File: src/hw/rtl/tng_pkg.sv
// shared types and constants of the triangle normal generator
package tng_pkg;

	// index width of every vertex field
	localparam int IDX_W = 10;
	// width of a cross product component and of the normalizer input
	localparam int VEC_W = 35;
	// accumulator component width
	localparam int ACC_W = 24;

	localparam logic signed [15:0] ONE_Q14 = 16'sd16384;
	localparam logic signed [ACC_W:0] ACC_MAX = 25'sd8388607;
	localparam logic signed [ACC_W:0] ACC_MIN = -25'sd8388608;

	// item commands
	typedef enum logic [1:0] {
		CMD_LOAD  = 2'd0,
		CMD_TRI   = 2'd1,
		CMD_READ  = 2'd2,
		CMD_CLEAR = 2'd3
	} cmd_t;

	// configuration register indexes
	typedef enum logic {
		REG_PER_VERTEX = 1'b0,
		REG_CCW        = 1'b1
	} reg_idx_t;

	// result kinds
	localparam logic KIND_FACE   = 1'b0;
	localparam logic KIND_VERTEX = 1'b1;

	// normalizer status
	typedef struct packed {
		logic done;
		logic nonzero;
	} norm_stat_t;

endpackage

File: src/hw/rtl/tng_norm.sv
// iterative vector normalizer to signed q1.14 (square, root, divide)
module tng_norm import tng_pkg::*; (
	input  logic                    clk,
	input  logic                    arst_n,
	input  logic                    start,
	input  logic signed [VEC_W-1:0] vec_x,
	input  logic signed [VEC_W-1:0] vec_y,
	input  logic signed [VEC_W-1:0] vec_z,
	output norm_stat_t              stat,
	output logic signed [15:0]      nrm_x,
	output logic signed [15:0]      nrm_y,
	output logic signed [15:0]      nrm_z
);

	typedef enum logic [3:0] {
		N_IDLE = 4'b0001,
		N_SQ   = 4'b0010,
		N_ROOT = 4'b0100,
		N_DIV  = 4'b1000
	} nstate_t;

	nstate_t            state_q;
	logic [29:0]        m_q [3];
	logic               neg_q [3];
	logic [1:0]         cnt_q;
	logic [59:0]        prod_q;
	logic [61:0]        sum_q;
	logic [61:0]        res_q;
	logic [4:0]         j_q;
	logic [30:0]        len_q;
	logic [3:0]         dcnt_q;
	logic [31:0]        rem_q;
	logic [14:0]        lo_q;
	logic [14:0]        q_q;
	logic               done_q;
	logic               nz_q;
	logic signed [15:0] n_q [3];

	logic [VEC_W-1:0] mag [3];
	logic [VEC_W-1:0] mx;
	logic [2:0]       sh;
	logic [61:0]      bitv;
	logic [61:0]      trial;
	logic [46:0]      num;
	logic [31:0]      dvs;
	logic [32:0]      part;
	logic             ge;
	logic [14:0]      qf;
	logic [15:0]      qs;

	// magnitudes and the shift that brings them below 2^30
	always_comb begin
		mag[0] = vec_x[VEC_W-1] ? VEC_W'(-vec_x) : VEC_W'(vec_x);
		mag[1] = vec_y[VEC_W-1] ? VEC_W'(-vec_y) : VEC_W'(vec_y);
		mag[2] = vec_z[VEC_W-1] ? VEC_W'(-vec_z) : VEC_W'(vec_z);
		mx = (mag[0] > mag[1]) ? mag[0] : mag[1];
		if (mag[2] > mx) begin
			mx = mag[2];
		end
		if (mx[34])      sh = 3'd5;
		else if (mx[33]) sh = 3'd4;
		else if (mx[32]) sh = 3'd3;
		else if (mx[31]) sh = 3'd2;
		else if (mx[30]) sh = 3'd1;
		else             sh = 3'd0;
	end

	// one root digit and one quotient bit per cycle
	always_comb begin
		bitv  = 62'(1) << {j_q, 1'b0};
		trial = res_q + bitv;
		num   = {m_q[cnt_q], 15'b0} + 47'(len_q);
		dvs   = {len_q, 1'b0};
		part  = {rem_q, lo_q[14]};
		ge    = part >= {1'b0, dvs};
		qf    = {q_q[13:0], ge};
		qs    = neg_q[cnt_q] ? 16'(-{1'b0, qf}) : {1'b0, qf};
	end

	// sequencer
	always_ff @(posedge clk or negedge arst_n) begin
		if (!arst_n) begin
			state_q <= N_IDLE;
			done_q  <= 1'b0;
			cnt_q   <= '0;
		end else begin
			done_q <= (state_q == N_DIV) &&
				((len_q == '0) || (dcnt_q == 4'd15 && cnt_q == 2'd2));
			unique case (state_q)
				N_IDLE: begin
					if (start) begin
						state_q <= N_SQ;
						cnt_q   <= '0;
					end
				end
				N_SQ: begin
					cnt_q <= cnt_q + 2'd1;
					if (cnt_q == 2'd3) begin
						state_q <= N_ROOT;
					end
				end
				N_ROOT: begin
					if (j_q == 5'd0) begin
						state_q <= N_DIV;
						cnt_q   <= '0;
					end
				end
				N_DIV: begin
					if (len_q == '0) begin
						state_q <= N_IDLE;
					end else if (dcnt_q == 4'd15) begin
						cnt_q <= cnt_q + 2'd1;
						if (cnt_q == 2'd2) begin
							state_q <= N_IDLE;
						end
					end
				end
				default: state_q <= N_IDLE;
			endcase
		end
	end

	// datapath
	always_ff @(posedge clk) begin
		case (state_q)
			N_IDLE: begin
				if (start) begin
					for (int k = 0; k < 3; k++) begin
						m_q[k] <= 30'(mag[k] >> sh);
					end
					neg_q[0] <= vec_x[VEC_W-1];
					neg_q[1] <= vec_y[VEC_W-1];
					neg_q[2] <= vec_z[VEC_W-1];
					sum_q    <= '0;
				end
			end
			N_SQ: begin
				if (cnt_q != 2'd3) begin
					prod_q <= m_q[cnt_q] * m_q[cnt_q];
				end
				if (cnt_q != 2'd0) begin
					sum_q <= sum_q + 62'(prod_q);
				end
				res_q <= '0;
				j_q   <= 5'd30;
			end
			N_ROOT: begin
				if (sum_q >= trial) begin
					sum_q <= sum_q - trial;
					res_q <= (res_q >> 1) + bitv;
				end else begin
					res_q <= res_q >> 1;
				end
				j_q    <= j_q - 5'd1;
				dcnt_q <= '0;
				if (j_q == 5'd0) begin
					len_q <= (sum_q >= trial) ? 31'((res_q >> 1) + bitv) : 31'(res_q >> 1);
				end
			end
			N_DIV: begin
				if (len_q == '0) begin
					nz_q <= 1'b0;
					for (int k = 0; k < 3; k++) begin
						n_q[k] <= '0;
					end
				end else if (dcnt_q == 4'd0) begin
					rem_q  <= num[46:15];
					lo_q   <= num[14:0];
					q_q    <= '0;
					dcnt_q <= 4'd1;
					nz_q   <= 1'b1;
				end else begin
					rem_q  <= ge ? 32'(part - {1'b0, dvs}) : part[31:0];
					lo_q   <= {lo_q[13:0], 1'b0};
					q_q    <= qf;
					dcnt_q <= (dcnt_q == 4'd15) ? 4'd0 : dcnt_q + 4'd1;
					if (dcnt_q == 4'd15) begin
						n_q[cnt_q] <= qs;
					end
				end
			end
			default: ;
		endcase
	end

	assign stat.done    = done_q;
	assign stat.nonzero = nz_q;
	assign nrm_x        = n_q[0];
	assign nrm_y        = n_q[1];
	assign nrm_z        = n_q[2];

	// a unit component never exceeds one in magnitude
	a_norm_bound: assert property (@(posedge clk) disable iff (!arst_n)
		stat.done |-> (nrm_x <= ONE_Q14 && nrm_x >= -ONE_Q14 &&
			nrm_y <= ONE_Q14 && nrm_y >= -ONE_Q14 &&
			nrm_z <= ONE_Q14 && nrm_z >= -ONE_Q14))
		else $error("normal component out of range");

	// a zero result is all zero
	a_norm_zero: assert property (@(posedge clk) disable iff (!arst_n)
		(stat.done && !stat.nonzero) |-> (nrm_x == 0 && nrm_y == 0 && nrm_z == 0))
		else $error("zero vector gave nonzero normal");

endmodule
File: config.mk
export PLATFORM = sky130hd
export DESIGN_NAME = tng_norm
export DESIGN_NICKNAME = d
export VERILOG_FILES = /design/src/hw/rtl/tng_pkg.sv /design/src/hw/rtl/tng_norm.sv
export SDC_FILE = /design/constraint.sdc
export NUM_CORES = 2
export LEC_CHECK = 0
export ABC_AREA = 1
export ABC_CLOCK_PERIOD_IN_PS = 11700
export BUFFER_PORTS_ARGS = -buffer_cell sky130_fd_sc_hd__buf_2
export CAP_MARGIN = 10
export CORE_MARGIN = 10
export CORE_UTILIZATION = 65
export CTS_CLUSTER_SIZE = 30
export DETAILED_ROUTE_END_ITERATION = 6
export GPL_TIMING_DRIVEN = 1
export MAX_ROUTING_LAYER = met4
export PLACE_DENSITY = 0.82
export SKIP_LAST_GASP = 1
export SYNTH_ARGS = -nofsm -noshare
export SYNTH_HDL_FRONTEND = slang
export SYNTH_SLANG_ARGS = --single-unit
File: constraint.sdc
create_clock -name clk -period 11.7 [get_ports clk]
set_input_delay 0.585 -clock clk [delete_from_list [all_inputs] [get_ports clk]]
set_output_delay 0.585 -clock clk [all_outputs]
set_load 0.01 [all_outputs]
==> metrics.cfg <==
[worst_setup_path]
cpMostUsedCell = fa_1
critPathTopFamily = adder cells
endpoint_kind = flop
r2r_start = cnt_q[1]$_DFFE_PN0P_
cp-start-kind = flop
cpMaxStageDelayCell = inv_1
slowest_delay_ns = 0.80
crit_required_ns = 12.09
crit_buf_inv = 9
rrSetupSlack_ns = 1.24
crit_fanout = 22
reg2reg_depth = 32
r2r-end = prod_q[52]$_DFFE_PP_
cp.arrival_ns = 10.85
worstSetupPathType = reg2reg

[synthesis]
synth_top_area_cell = fa_1
synth_edf_count = 426
synth_fa_ha_area_frac = 0.323
ys_seq_area_frac = 0.200
synth-compound-area-share = 0.111
ys.flop_type = edfxtp_1
synth_top_family_by_area = adder cells
synthXorXnorAreaFrac = 0.0461
synth_fp_nets = 9771
async_flop_share = 0.0162
synth_top_area_share = 0.215
yosys.area_share.simple = 0.209
netlist-cell-type-count = 71
avgSynthCellArea_sq_um = 7.74
yosysWarnings = 0
syn_inst = 8403
muxShareOfSynthArea = 0.000500
ys_ff_latch = 433
synth_area_leaders = fa_1 (21%), edfxtp_1 (20%), ha_1 (11%)
synth_area_sq_um = 65000

[drt]
firstDrtPassIters = 7
dr.first_iter.drc_count = 6836
drc = 2
drt_wl_total_microns = 214000
via_per_inst = 6.07
vias = 59519
routedWlPerCell_microns = 21.8
ant_nets = 0

[grt]
antenna_found_initial = 6
grt_pass1_wl_microns = 332000
grt_util_all_layers = 0.388
gr-total-overflow = 0
grt_max_degree = 112
grt_pass1_vias = 59277

[timing]
setup_viol = 0
timing.final.crit_share = 0.894
worst_slew_pin_slew_ns = 1.36
hold_viol_final = 0
layout_min_cycle_time_ns = 10.46
fmax_ghz = 0.0956
tns_ns = 0
rsz0062_at_grt = no
worst_clock_skew_ns = 0.0650
max-slew-margin-rel = 0.0948
slew_viol_final = 0

[run_status]
status = complete, but fails checks
violations = design-rule violations

[cts]
clk_path_buf_depth = 3
cts_sinks = 433
cts-root-buf = clkbuf_16
path_clk_slew_ns = 0.07
clock_latency_ns = 0.64
htreeDepth = 2
cts_setup_buffers = 0
cts_tree = built
cts_buffers = 49

[floorplan]
die-width_microns = 336
die-height_microns = 336
pin_count = 158
initial_utilization = 0.658
row_count = 115
fp.coreArea_sq_um = 98900
die_area_sq_um = 113000

[run]
maxCapViolCount = 0

[place]
place.gp.congestion = 1.07
port_buffers = 157
dp_hpwl_microns = 174000

[final_layout]
drive_gt1_frac = 0.0544
fill_cells = 8166
syn_to_final_growth_pct = 5.90
fin_nets = 9845

[hold_path]
hold_path_class = in2async

-- flip-flops by register name, indices dropped and copies added (netlist names) --
signal / flops
dcnt_q: 4
neg_q: 3
m_q: 90
res_q: 62
n_q: 48
lo_q: 15
sum_q: 62
j_q: 5
q_q: 14
done_q: 1
state_q: 4
cnt_q: 2
nz_q: 1
rem_q: 32
len_q: 31
prod_q: 59
-- per-stage QoR --
stage                     worst slack [ns]  cells  utilization  hold slack, ns  area, sq um
after floorplan                       3.08   8403            -           0.289        65000
after detailed placement              1.50   9712        0.679           0.450        67100
after global placement                1.82   9712        0.679           0.448        67100
after CTS                             1.44   9802        0.696           0.363        68800
after global routing                 0.760   9804        0.696           0.381        68800
final                                 1.24   9804        0.696           0.403        68800
-- cell families (layout without fill, tap and decap cells) --
kind of cell,Yosys count,after routing
AO/OA/AOI/OAI,1302,1302
XOR/XNOR,341,341
adder cells (fa/ha/maj),1260,1260
buffers and inverters,1872,1984
flip-flops,433,433
multiplexers,2,2
other,0,2
AND/OR/NAND/NOR,3193,3193
-- worst max-delay path by stage --
stage                     cells past startpoint  slack (ns)              endpoint            startpoint
after floorplan                              37        3.08  prod_q[52]$_DFFE_PP_  cnt_q[1]$_DFFE_PN0P_
after global placement                       31        1.82  prod_q[52]$_DFFE_PP_  cnt_q[1]$_DFFE_PN0P_
after detailed placement                     32        1.50  prod_q[52]$_DFFE_PP_  cnt_q[1]$_DFFE_PN0P_
after CTS                                    32        1.44  prod_q[52]$_DFFE_PP_  cnt_q[1]$_DFFE_PN0P_
after global routing                         32        0.76  prod_q[52]$_DFFE_PP_  cnt_q[1]$_DFFE_PN0P_
final                                        32        1.24  prod_q[52]$_DFFE_PP_  cnt_q[1]$_DFFE_PN0P_
-- cells in the final DEF, fill, tap and decap left out, types with 10 or more instances in the layout --
master     instances
nand2_1         1328
a31oi_1           81
nor2_1           943
nand3b_1          13
a21o_1            21
clkbuf_16         50
o211ai_1          49
o21bai_1          11
buf_2            157
inv_1           1620
a211oi_1          10
o31ai_1           18
inv_2             14
a21oi_1          514
o221ai_1          18
nor3_1            74
edfxtp_1         426
xor2_1           226
xnor2_1          114
clkinv_1          24
nand3_1          591
ha_1             562
buf_4             85
fa_1             698
nand4_1           78
o21a_1            26
or2_2             68
o21ai_0          434
nor4_1            39
o21ai_1           54
-- area by class of cell --
class	instances	area (sq um)	area share
antenna	2	5.00	0.0000727
clock buffer	54	1290	0.0187
clock inverter	35	417	0.00605
inverter	1652	6210	0.0902
multi-input combinational	6098	44900	0.652
sequential	433	13000	0.188
tap	1287	1610	0.0234
timing repair buffer	243	1430	0.0208
-- repair_timing --
action                    in CTS  in global routing
resized for setup              0                  0
hold buffers                   1                  0
hold endpoints to repair       6                  0
-- cell usage after synthesis (11+ instances only) --
cell / n
o21a_1: 26
buf_2: 26
or2_2: 68
a21oi_1: 514
o21ai_1: 52
xnor2_1: 114
o221ai_1: 18
o211ai_1: 49
a21o_1: 21
nor2_1: 948
xor2_1: 226
ha_1: 562
clkinv_1: 16
buf_4: 15
buf_1: 22
nand4_1: 78
a31oi_1: 81
fa_1: 698
o21bai_1: 11
o21ai_0: 441
nor4_1: 39
inv_2: 14
buf_6: 14
clkbuf_1: 143
o31ai_1: 18
edfxtp_1: 426
nand3_1: 594
inv_1: 1620
nand3b_1: 13
nand2_1: 1329
nor3_1: 77
-- metal layers --
layer | routed length, microns | global-route usage | share of wire | vias up
met2 | 94300 | 0.586 | 0.44 | 3509
met1 | 82200 | 0.489 | 0.38 | 27951
met5 | 0 | - | 0 | -
li1 | - | - | - | 27299
met4 | 14500 | 0.211 | 0.068 | 0
met3 | 22800 | 0.0775 | 0.11 | 760
Power is not shown: default switching activity piles up to over one toggle a cycle in this logic, so the estimate is an artifact.
