**config.mk**
```make
export PLATFORM = sky130hd
export DESIGN_NAME = tng_ram
export DESIGN_NICKNAME = d
export VERILOG_FILES = /design/src/hw/rtl/tng_ram.sv
export SDC_FILE = /design/constraint.sdc
export NUM_CORES = 1
export LEC_CHECK = 0
export BUFFER_PORTS_ARGS = -buffer_cell sky130_fd_sc_hd__buf_2
export CAP_MARGIN = 10
export CORE_AREA = 2 2 101 128
export CTS_CLUSTER_DIAMETER = 30
export CTS_CLUSTER_SIZE = 16
export DETAILED_ROUTE_END_ITERATION = 8
export DIE_AREA = 0 0 103 130
export PLACE_DENSITY_LB_ADDON = 0.08
export SYNTH_ARGS = -nofsm -noshare
export SYNTH_HDL_FRONTEND = slang
export SYNTH_SLANG_ARGS = --single-unit
```
**constraint.sdc**
```tcl
create_clock -name clk -period 4.4 [get_ports clk]
set_clock_uncertainty 0.05 [all_clocks]
set_input_delay 0.44 -clock clk [delete_from_list [all_inputs] [get_ports clk]]
set_output_delay 0.44 -clock clk [all_outputs]
set_load 0.01 [all_outputs]
```
**src/hw/rtl/tng_ram.sv**
```systemverilog
// generic simple dual port ram with registered read
module tng_ram #(
	parameter int WIDTH = 8,
	parameter int DEPTH = 16
) (
	input  logic                     clk,
	input  logic                     we,
	input  logic [$clog2(DEPTH)-1:0] waddr,
	input  logic [WIDTH-1:0]         wdata,
	input  logic [$clog2(DEPTH)-1:0] raddr,
	output logic [WIDTH-1:0]         rdata
);

	logic [WIDTH-1:0] mem [DEPTH];

	// one write and one registered read per cycle
	always_ff @(posedge clk) begin
		if (we) begin
			mem[waddr] <= wdata;
		end
		rdata <= mem[raddr];
	end

endmodule

```
==> results of run 1 <==
## power groups by stage
stage	Sequential (uW)	Combinational [uW]	Clock [uW]
2_1_floorplan	1490	73.5	0
3_3_place_gp	1480	133	0
3_5_place_dp	1480	133	0
4_1_cts	1460	134	1300
5_1_grt	1460	144	1360
6_report	1460	130	1280
## worst register-to-register path, cell delays in order (launching register included)
cell	delay, ns
sky130_fd_sc_hd__edfxtp_1	0.37
sky130_fd_sc_hd__mux4_1	0.53
sky130_fd_sc_hd__a22oi_1	0.31
sky130_fd_sc_hd__nand2_1	0.09
## worst max-delay path by stage
| stage | startpoint | end | slack, ns | cells after the start |
|---|---|---|---|---|
| after global placement | waddr[2] | mem[0][7] | 1.80 | 3 |
| after floorplan | waddr[2] | mem[0][0] | 2.42 | 2 |
| final | raddr[0] | rdata[2] | 2.37 | 5 |
| after CTS | raddr[0] | rdata[2] | 2.31 | 5 |
| after global routing | raddr[0] | rdata[2] | 2.21 | 5 |
| after detailed placement | raddr[0] | rdata[2] | 1.89 | 5 |
## layout by cell type, fill, tap and decap left out
master,Yosys,layout
sky130_fd_sc_hd__a22oi_1,16,16
sky130_fd_sc_hd__and2_1,1,1
sky130_fd_sc_hd__and2b_1,1,1
sky130_fd_sc_hd__buf_2,3,25
sky130_fd_sc_hd__buf_4,1,4
sky130_fd_sc_hd__clkbuf_1,0,6
sky130_fd_sc_hd__clkbuf_16,0,17
sky130_fd_sc_hd__clkbuf_8,0,6
sky130_fd_sc_hd__clkinv_2,0,3
sky130_fd_sc_hd__dfxtp_1,8,8
sky130_fd_sc_hd__edfxtp_1,128,128
sky130_fd_sc_hd__mux4_1,14,14
sky130_fd_sc_hd__mux4_2,18,18
sky130_fd_sc_hd__nand2_1,9,9
sky130_fd_sc_hd__nand2b_1,2,2
sky130_fd_sc_hd__nand3_1,1,1
sky130_fd_sc_hd__nand3b_1,2,2
sky130_fd_sc_hd__nor2_1,13,13
sky130_fd_sc_hd__nor2b_1,1,1
sky130_fd_sc_hd__nor3_1,4,3
sky130_fd_sc_hd__nor3_2,0,1
sky130_fd_sc_hd__or3b_2,1,1
## registers in the layout, indices dropped and copies added, names as in the netlist
name	cells
rdata	8
mem	128
## per-stage QoR
step,cells,hold slack (ns),power (uW)
6_report,448,0.370,2870
3_3_place_gp,415,0.604,1620
4_1_cts,448,0.362,2900
3_5_place_dp,416,0.608,1620
5_1_grt,448,0.373,2960
2_1_floorplan,229,0.489,1560
## metal layers
| metal | part of all wire | wire length [um] | GRT usage | vias up |
|---|---|---|---|---|
| li1 | - | - | - | 1048 |
| met2 | 0.52 | 5230 | 0.273 | 55 |
| met5 | 0 | 0 | 0 | - |
| met3 | 0.033 | 333 | 0.0477 | 19 |
| met1 | 0.42 | 4260 | 0.214 | 1251 |
| met4 | 0.027 | 273 | 0.0789 | 0 |
## area by class of cell
class / instances / area share
sequential: 136 / 0.670
tap: 168 / 0.0352
clock buffer: 29 / 0.0888
clock inverter: 3 / 0.00251
timing repair buffer: 29 / 0.0260
multi-input combinational: 83 / 0.178
## cell families (layout without fill, tap and decap cells)
logic type / count (synthesis) / count (layout) / share of synthesized area
DFF: 136 / 136 / 0.778
and+or+nand+nor: 35 / 35 / 0.0318
muxes: 32 / 32 / 0.150
AOI/OAI and AO/OA: 16 / 16 / 0.0233
buffers and inverters: 10 / 61 / 0.0168
==> metrics.txt, run 1 <==
# TYPE chip_impl_metric gauge
chip_impl_metric{name="relSlewSlack",unit=""} 0.378
chip_impl_metric{name="ant_nets",unit=""} 0
chip_impl_metric{name="crit_required",unit="ns"} 4.65
chip_impl_metric{name="netlist_area",unit="um^2"} 5150
chip_impl_info{name="synth_top_cells_by_area",value="sky130_fd_sc_hd__edfxtp_1 (75%), sky130_fd_sc_hd__mux4_2 (7.9%), sky130_fd_sc_hd__mux4_1 (7.1%)"} 1
chip_impl_metric{name="period_share",unit=""} 0.461
chip_impl_metric{name="placement.cell_area",unit="um^2"} 5430
chip_impl_metric{name="yosys_warnings",unit=""} 0
chip_impl_metric{name="multiInputGateArea",unit="um^2"} 1060
chip_impl_metric{name="vias_per_instance",unit=""} 5.30
chip_impl_metric{name="synth.distinct_cells",unit=""} 19
chip_impl_metric{name="postLayoutSetupSlackWorst",unit="ns"} 2.37
chip_impl_metric{name="layout-drive-gt1-share",unit=""} 0.268
chip_impl_metric{name="first_global_vias",unit=""} 2468
chip_impl_metric{name="synth_enable_flop_cells",unit=""} 128
chip_impl_metric{name="post-cts-setup-buffer-count",unit=""} 0
chip_impl_info{name="worst_setup_path_start_kind",value="primary input"} 1
chip_impl_metric{name="hpwl",unit="um"} 6330
chip_impl_info{name="synth_top_area_cell",value="sky130_fd_sc_hd__edfxtp_1"} 1
chip_impl_info{name="grt_setup_unrepaired",value="false"} 1
chip_impl_metric{name="pin_count_of_the_biggest_net_entering_global_routing",unit=""} 33
chip_impl_metric{name="share_seq_of_total_power",unit=""} 0.508
chip_impl_metric{name="core_area",unit="um^2"} 12300
chip_impl_metric{name="p_switching",unit="uW"} 558
chip_impl_metric{name="drtPass1Iterations",unit=""} 4
chip_impl_metric{name="power.density",unit="nW/um^2"} 480
chip_impl_info{name="critical_path.slowest_cell",value="sky130_fd_sc_hd__buf_2"} 1
chip_impl_info{name="cts_tree",value="done"} 1
chip_impl_metric{name="max-clock-path-buffers",unit=""} 2
chip_impl_metric{name="fp.dieArea",unit="um^2"} 13400
chip_impl_metric{name="ir_drop",unit="V"} 0.000270
chip_impl_metric{name="worst-slew-pin-transition",unit="ns"} 0.930
chip_impl_info{name="min-delay-start",value="wdata[7]"} 1
chip_impl_metric{name="die_height",unit="um"} 130
chip_impl_metric{name="worst_reg2reg_path_length_in_cells",unit=""} 3
chip_impl_info{name="post-synth-top-count-cell",value="sky130_fd_sc_hd__edfxtp_1"} 1
chip_impl_metric{name="cts-htree-levels",unit=""} 4
chip_impl_metric{name="synth_nets",unit=""} 247
chip_impl_info{name="cts-root-buf",value="sky130_fd_sc_hd__clkbuf_16"} 1
chip_impl_metric{name="insertion_delay",unit="ns"} 0.41
chip_impl_metric{name="num_vias",unit=""} 2373
chip_impl_metric{name="count_of_input_and_output_buffers",unit=""} 25
chip_impl_metric{name="leakagePower",unit="uW"} 0.00199
chip_impl_metric{name="n_diodes",unit=""} 0
chip_impl_metric{name="wire_length_after_detailed_routing",unit="um"} 10100
chip_impl_metric{name="report.final.setup_viol",unit=""} 0
chip_impl_metric{name="design.final.nets",unit=""} 285
chip_impl_metric{name="wire_length_of_the_first_global_routing_pass",unit="um"} 15100
chip_impl_metric{name="drt_iter0_drc",unit=""} 178
chip_impl_metric{name="cp_data_arrival_time",unit="ns"} 2.28
chip_impl_info{name="postSynth.topFlopCell",value="sky130_fd_sc_hd__edfxtp_1"} 1
chip_impl_metric{name="p_int",unit="uW"} 2310
chip_impl_metric{name="cts_hold_buffers",unit=""} 0
chip_impl_metric{name="clkSinkCount",unit=""} 136
chip_impl_metric{name="syn_area_per_cell",unit="um^2"} 22.5
chip_impl_metric{name="setup-tns-final",unit="ns"} 0
chip_impl_metric{name="async_set_reset_flop_share_out_of_synthesis",unit=""} 0
chip_impl_metric{name="start_util",unit=""} 0.418
chip_impl_info{name="worstHoldPathType",value="in2reg"} 1
chip_impl_info{name="critical_path.endpoint_type",value="flip-flop"} 1
chip_impl_metric{name="area.sequential",unit="um^2"} 4000
chip_impl_metric{name="final_design_area_no_fill",unit="um^2"} 5980
chip_impl_metric{name="grt_util_all_layers",unit=""} 0.170
chip_impl_metric{name="clock.fmax",unit="MHz"} 492
chip_impl_metric{name="min_path_cells",unit=""} 1
chip_impl_metric{name="pwr-share-comb",unit=""} 0.045
chip_impl_metric{name="fillCellCount",unit=""} 1054
chip_impl_info{name="worstReg2RegEnd",value="rdata[0]"} 1
chip_impl_metric{name="dp_worst_setup_slack",unit="ns"} 1.89
chip_impl_metric{name="fp-row-count",unit=""} 46
chip_impl_metric{name="route.detailed.drc",unit=""} 0
chip_impl_metric{name="maxSlewViolCount",unit=""} 0
chip_impl_metric{name="dieWidth",unit="um"} 103
chip_impl_metric{name="netSwitchingFraction",unit=""} 0.194
chip_impl_info{name="path_cells",value="buf_2, buf_4, mux4_1, a22oi_1, nand2_1"} 1
chip_impl_info{name="critPathKind",value="in2reg"} 1
chip_impl_metric{name="layout.core_utilization",unit=""} 0.485
chip_impl_metric{name="synth_top_area_share",unit=""} 0.747
chip_impl_metric{name="synth-seq-area-share",unit=""} 0.778
chip_impl_metric{name="hold_viol_final",unit=""} 0
chip_impl_metric{name="yosys_register_bits",unit=""} 136
chip_impl_metric{name="timing.critical_path.buf_inv",unit=""} 2
chip_impl_metric{name="post_synth_inst_count",unit=""} 229
chip_impl_metric{name="cap_violations",unit=""} 0
chip_impl_metric{name="place_congestion",unit=""} 0.698
chip_impl_metric{name="crit_path_max_incr_delay",unit="ns"} 0.66
chip_impl_metric{name="io-pin-count",unit=""} 26
chip_impl_info{name="r2r-start",value="mem[1][0]"} 1
chip_impl_metric{name="path_max_fanout",unit=""} 26
chip_impl_metric{name="period_minus_slack",unit="ns"} 2.03
chip_impl_metric{name="post_cts_resized",unit=""} 0
chip_impl_metric{name="flow.area_growth_from_synthesis",unit="%"} 16.1
chip_impl_metric{name="initial_antenna_violation_count",unit=""} 0
chip_impl_metric{name="wire_per_inst",unit="um"} 22.5
chip_impl_metric{name="globalRouteOverflowTotal",unit=""} 0
chip_impl_metric{name="clock_power_share",unit=""} 0.446
chip_impl_metric{name="regToRegSetupSlack",unit="ns"} 2.94
chip_impl_metric{name="cts.reportedPaths.clkPinSlew",unit="ns"} 0.05
chip_impl_info{name="timing.critical_path.max_delay_family",value="buffers and inverters"} 1
chip_impl_info{name="synth.top_cells.by_count",value="sky130_fd_sc_hd__edfxtp_1 (128), sky130_fd_sc_hd__mux4_2 (18), sky130_fd_sc_hd__a22oi_1 (16), sky130_fd_sc_hd__mux4_1 (14), sky130_fd_sc_hd__nor2_1 (13)"} 1
chip_impl_info{name="whs_endpoint",value="mem[15][7]"} 1
chip_impl_info{name="result_of_the_run",value="finished, final reports clean"} 1
chip_impl_metric{name="cts_inserted_buffers",unit=""} 17
Power figures use the tool's default switching activity.
==> run 2: changes to the inputs <==
- ABC_AREA: not set -> 1
- CORE_AREA: 2 2 101 128 -> 2 2 107 135
- DIE_AREA: 0 0 103 130 -> 0 0 109 137
- clock period: 4.4 -> 2.05 ns (I/O delays scaled with it)
==> metrics.txt, run 2 <==
# TYPE chip_impl_metric gauge
chip_impl_info{name="result_of_the_run",value="finished, final reports clean"} 1
chip_impl_metric{name="cts-htree-levels",unit=""} 4
chip_impl_metric{name="n_diodes",unit=""} 0
chip_impl_metric{name="yosys_register_bits",unit=""} 136
chip_impl_metric{name="wire_length_of_the_first_global_routing_pass",unit="um"} 21500
chip_impl_info{name="path_cells",value="buf_2, buf_4, nand2_1, nand3_1, nand3_1, nand3_1, nand2_1"} 1
chip_impl_metric{name="post_cts_resized",unit=""} 0
chip_impl_info{name="r2r-start",value="mem[13][3]"} 1
chip_impl_metric{name="clkSinkCount",unit=""} 136
chip_impl_info{name="synth_top_cells_by_area",value="sky130_fd_sc_hd__edfxtp_1 (67%), sky130_fd_sc_hd__nand2_1 (11%), sky130_fd_sc_hd__nand3_1 (8.4%)"} 1
chip_impl_metric{name="syn_area_per_cell",unit="um^2"} 10.5
chip_impl_metric{name="synth-seq-area-share",unit=""} 0.694
chip_impl_metric{name="cts_hold_buffers",unit=""} 0
chip_impl_info{name="largest_register",value="mem"} 1
chip_impl_info{name="critical_path.most_common_cell",value="sky130_fd_sc_hd__nand3_1"} 1
chip_impl_info{name="synth.top_cells.by_count",value="sky130_fd_sc_hd__nand2_1 (173), sky130_fd_sc_hd__edfxtp_1 (128), sky130_fd_sc_hd__inv_1 (100), sky130_fd_sc_hd__nand3_1 (97), sky130_fd_sc_hd__nor2_1 (17)"} 1
chip_impl_info{name="timing.critical_path.max_delay_family",value="buffers and inverters"} 1
chip_impl_info{name="postSynth.topFlopCell",value="sky130_fd_sc_hd__edfxtp_1"} 1
chip_impl_metric{name="timing.hold.ws",unit="ns"} 0.115
chip_impl_metric{name="flow.area_growth_from_synthesis",unit="%"} 16.0
chip_impl_metric{name="wire_per_inst",unit="um"} 17.9
chip_impl_metric{name="hpwl",unit="um"} 8320
chip_impl_metric{name="layout-drive-gt1-share",unit=""} 0.123
chip_impl_metric{name="cap_violations",unit=""} 0
chip_impl_metric{name="drt_iter0_drc",unit=""} 296
chip_impl_metric{name="cts.reportedPaths.clkPinSlew",unit="ns"} 0.06
chip_impl_metric{name="grt_util_all_layers",unit=""} 0.204
chip_impl_info{name="critical_path.endpoint_type",value="flip-flop"} 1
chip_impl_metric{name="fillCellCount",unit=""} 1228
chip_impl_info{name="min-delay-start",value="raddr[3]"} 1
chip_impl_metric{name="num_vias",unit=""} 3748
chip_impl_info{name="final_common_cell",value="sky130_fd_sc_hd__nand2_1"} 1
chip_impl_metric{name="fp.dieArea",unit="um^2"} 14900
chip_impl_metric{name="fp-row-count",unit=""} 48
chip_impl_metric{name="async_set_reset_flop_share_out_of_synthesis",unit=""} 0
chip_impl_metric{name="synth.distinct_cells",unit=""} 12
chip_impl_metric{name="vias_per_instance",unit=""} 4.82
chip_impl_metric{name="drtPass1Iterations",unit=""} 5
chip_impl_metric{name="yosys_warnings",unit=""} 0
chip_impl_metric{name="design.final.nets",unit=""} 607
chip_impl_metric{name="relSlewSlack",unit=""} 0.476
chip_impl_metric{name="post-cts-setup-buffer-count",unit=""} 0
chip_impl_metric{name="io-pin-count",unit=""} 26
chip_impl_metric{name="max-clock-path-buffers",unit=""} 2
chip_impl_metric{name="report.final.setup_viol",unit=""} 0
chip_impl_info{name="worstHoldPathType",value="in2reg"} 1
chip_impl_metric{name="place_congestion",unit=""} 0.801
chip_impl_info{name="synth_top_area_cell",value="sky130_fd_sc_hd__edfxtp_1"} 1
chip_impl_metric{name="path_max_fanout",unit=""} 64
chip_impl_metric{name="synth_enable_flop_cells",unit=""} 128
chip_impl_metric{name="wire_length_after_detailed_routing",unit="um"} 13900
chip_impl_metric{name="die_height",unit="um"} 137
chip_impl_metric{name="worst_reg2reg_path_length_in_cells",unit=""} 6
chip_impl_metric{name="count_of_input_and_output_buffers",unit=""} 25
chip_impl_metric{name="min_path_cells",unit=""} 3
chip_impl_metric{name="period_minus_slack",unit="ns"} 1.30
chip_impl_metric{name="hold_viol_final",unit=""} 0
chip_impl_metric{name="start_util",unit=""} 0.423
chip_impl_metric{name="layout.cells.non_filler",unit=""} 777
chip_impl_metric{name="timing.critical_path.buf_inv",unit=""} 2
chip_impl_metric{name="ir_drop",unit="V"} 0.000445
chip_impl_metric{name="first_global_vias",unit=""} 3640
chip_impl_info{name="final_cell_mix",value="sky130_fd_sc_hd__nand2_1 (173), sky130_fd_sc_hd__edfxtp_1 (128), sky130_fd_sc_hd__inv_1 (100)"} 1
chip_impl_info{name="worst_setup_path_start_kind",value="primary input"} 1
chip_impl_metric{name="numPlacedInstances",unit=""} 745
chip_impl_info{name="whs_endpoint",value="rdata[5]"} 1
chip_impl_info{name="post-synth-top-count-cell",value="sky130_fd_sc_hd__nand2_1"} 1
chip_impl_metric{name="post_synth_inst_count",unit=""} 551
chip_impl_metric{name="regToRegSetupSlack",unit="ns"} 0.92
chip_impl_metric{name="initial_antenna_violation_count",unit=""} 0
chip_impl_metric{name="pin_count_of_the_biggest_net_entering_global_routing",unit=""} 65
chip_impl_metric{name="leakagePower",unit="uW"} 0.00291
chip_impl_metric{name="period_share",unit=""} 0.635
chip_impl_info{name="cts-root-buf",value="sky130_fd_sc_hd__clkbuf_16"} 1
chip_impl_metric{name="crit_path_max_incr_delay",unit="ns"} 0.58
chip_impl_metric{name="netlist_area",unit="um^2"} 5770
chip_impl_metric{name="number_of_flip_flops_in_the_largest_register",unit=""} 128
chip_impl_metric{name="globalRouteOverflowTotal",unit=""} 0
chip_impl_info{name="cts_tree",value="done"} 1
chip_impl_metric{name="synth_nets",unit=""} 569
chip_impl_info{name="critical_path.slowest_cell",value="sky130_fd_sc_hd__buf_4"} 1
chip_impl_metric{name="cp_data_arrival_time",unit="ns"} 1.54
chip_impl_metric{name="cts_inserted_buffers",unit=""} 17
chip_impl_info{name="critPathKind",value="in2reg"} 1
chip_impl_metric{name="ant_nets",unit=""} 0
chip_impl_metric{name="insertion_delay",unit="ns"} 0.42
chip_impl_metric{name="synth_top_area_share",unit=""} 0.667
chip_impl_metric{name="dieWidth",unit="um"} 109
chip_impl_info{name="grt_setup_unrepaired",value="false"} 1
chip_impl_info{name="largestRegisters",value="mem (128), rdata (8)"} 1
chip_impl_metric{name="route.detailed.drc",unit=""} 0
chip_impl_metric{name="power.density",unit="nW/um^2"} 977
chip_impl_metric{name="worst-slew-pin-transition",unit="ns"} 0.784
chip_impl_info{name="worstReg2RegEnd",value="rdata[3]"} 1
chip_impl_metric{name="setup-tns-final",unit="ns"} 0
chip_impl_metric{name="clock.fmax",unit="MHz"} 768
chip_impl_metric{name="crit_required",unit="ns"} 2.29
chip_impl_metric{name="core_area",unit="um^2"} 13600
chip_impl_metric{name="maxSlewViolCount",unit=""} 0
==> run 2: cell types whose count changed after synthesis, sizes merged, moves of 2 or more <==
cell           change
nand2            +164
nand2b             -2
a22oi             -16
nand3             +96
inv              +102
nor3               -4
mux4              -32
buf               +17
clkdlybuf4s25      -3
nor2               +4
==> run 2: power by group <==
part,internal [uW],leakage [uW],switching (uW)
clock,1890,0.000289,1130
sequential,3110,0.00122,18.5
combinational,111,0.00140,282
==> run 2: worst max-delay path by stage <==
| stage | depth (start not counted) | endpoint | slack, ns | from |
|---|---|---|---|---|
| 6_report | 7 | rdata[3] | 0.75 | raddr[0] |
| 4_1_cts | 7 | rdata[3] | 0.74 | raddr[0] |
| 5_1_grt | 7 | rdata[3] | 0.65 | raddr[0] |
| 3_5_place_dp | 7 | rdata[3] | 0.30 | raddr[0] |
| 3_3_place_gp | 7 | rdata[3] | 0.32 | raddr[0] |
| 2_1_floorplan | 2 | mem[10][0] | 0.84 | waddr[2] |
==> run 2: stage by stage <==
step           total power (uW)  utilization  area (um^2)  worst slack (ns)
3_5_place_dp               3580        0.448         6100             0.304
3_3_place_gp               3580        0.448         6100             0.315
6_report                   6540        0.491         6690             0.749
5_1_grt                    6770        0.491         6690             0.650
4_1_cts                    6600        0.491         6690             0.737
2_1_floorplan              3410            -         5770             0.844
==> run 2: metal layers <==
| metal | GRT usage | share of wire | vias up |
|---|---|---|---|
| met5 | 0 | 0 | - |
| met2 | 0.336 | 0.52 | 89 |
| met1 | 0.267 | 0.41 | 1795 |
| met3 | 0.0395 | 0.042 | 17 |
| li1 | - | - | 1847 |
| met4 | 0.0791 | 0.022 | 0 |
==> run 2: area by class of cell <==
| type | instances | area [um^2] | area share |
|---|---|---|---|
| clock inverters | 15 | 160 | 0.0239 |
| repair buffers | 43 | 285 | 0.0426 |
| well taps | 175 | 219 | 0.0327 |
| inverters | 102 | 383 | 0.0572 |
| flip-flops and latches | 136 | 4000 | 0.598 |
| multi-input cells | 289 | 1210 | 0.181 |
| clock buffers | 17 | 425 | 0.0636 |
==> run 2: kinds of logic (layout without fill, tap and decap cells) <==
| logic type | after synthesis | count (layout) | share of synthesized area |
|---|---|---|---|
| AND/OR/NAND/NOR | 289 | 289 | 0.210 |
| flip-flops | 136 | 136 | 0.694 |
| buffers and inverters | 126 | 177 | 0.0952 |
==> run 2: worst min-delay path, cell delays in order <==
cell                      delay [ns]
sky130_fd_sc_hd__buf_2          0.17
sky130_fd_sc_hd__nand3_1        0.10
sky130_fd_sc_hd__nand2_1        0.04
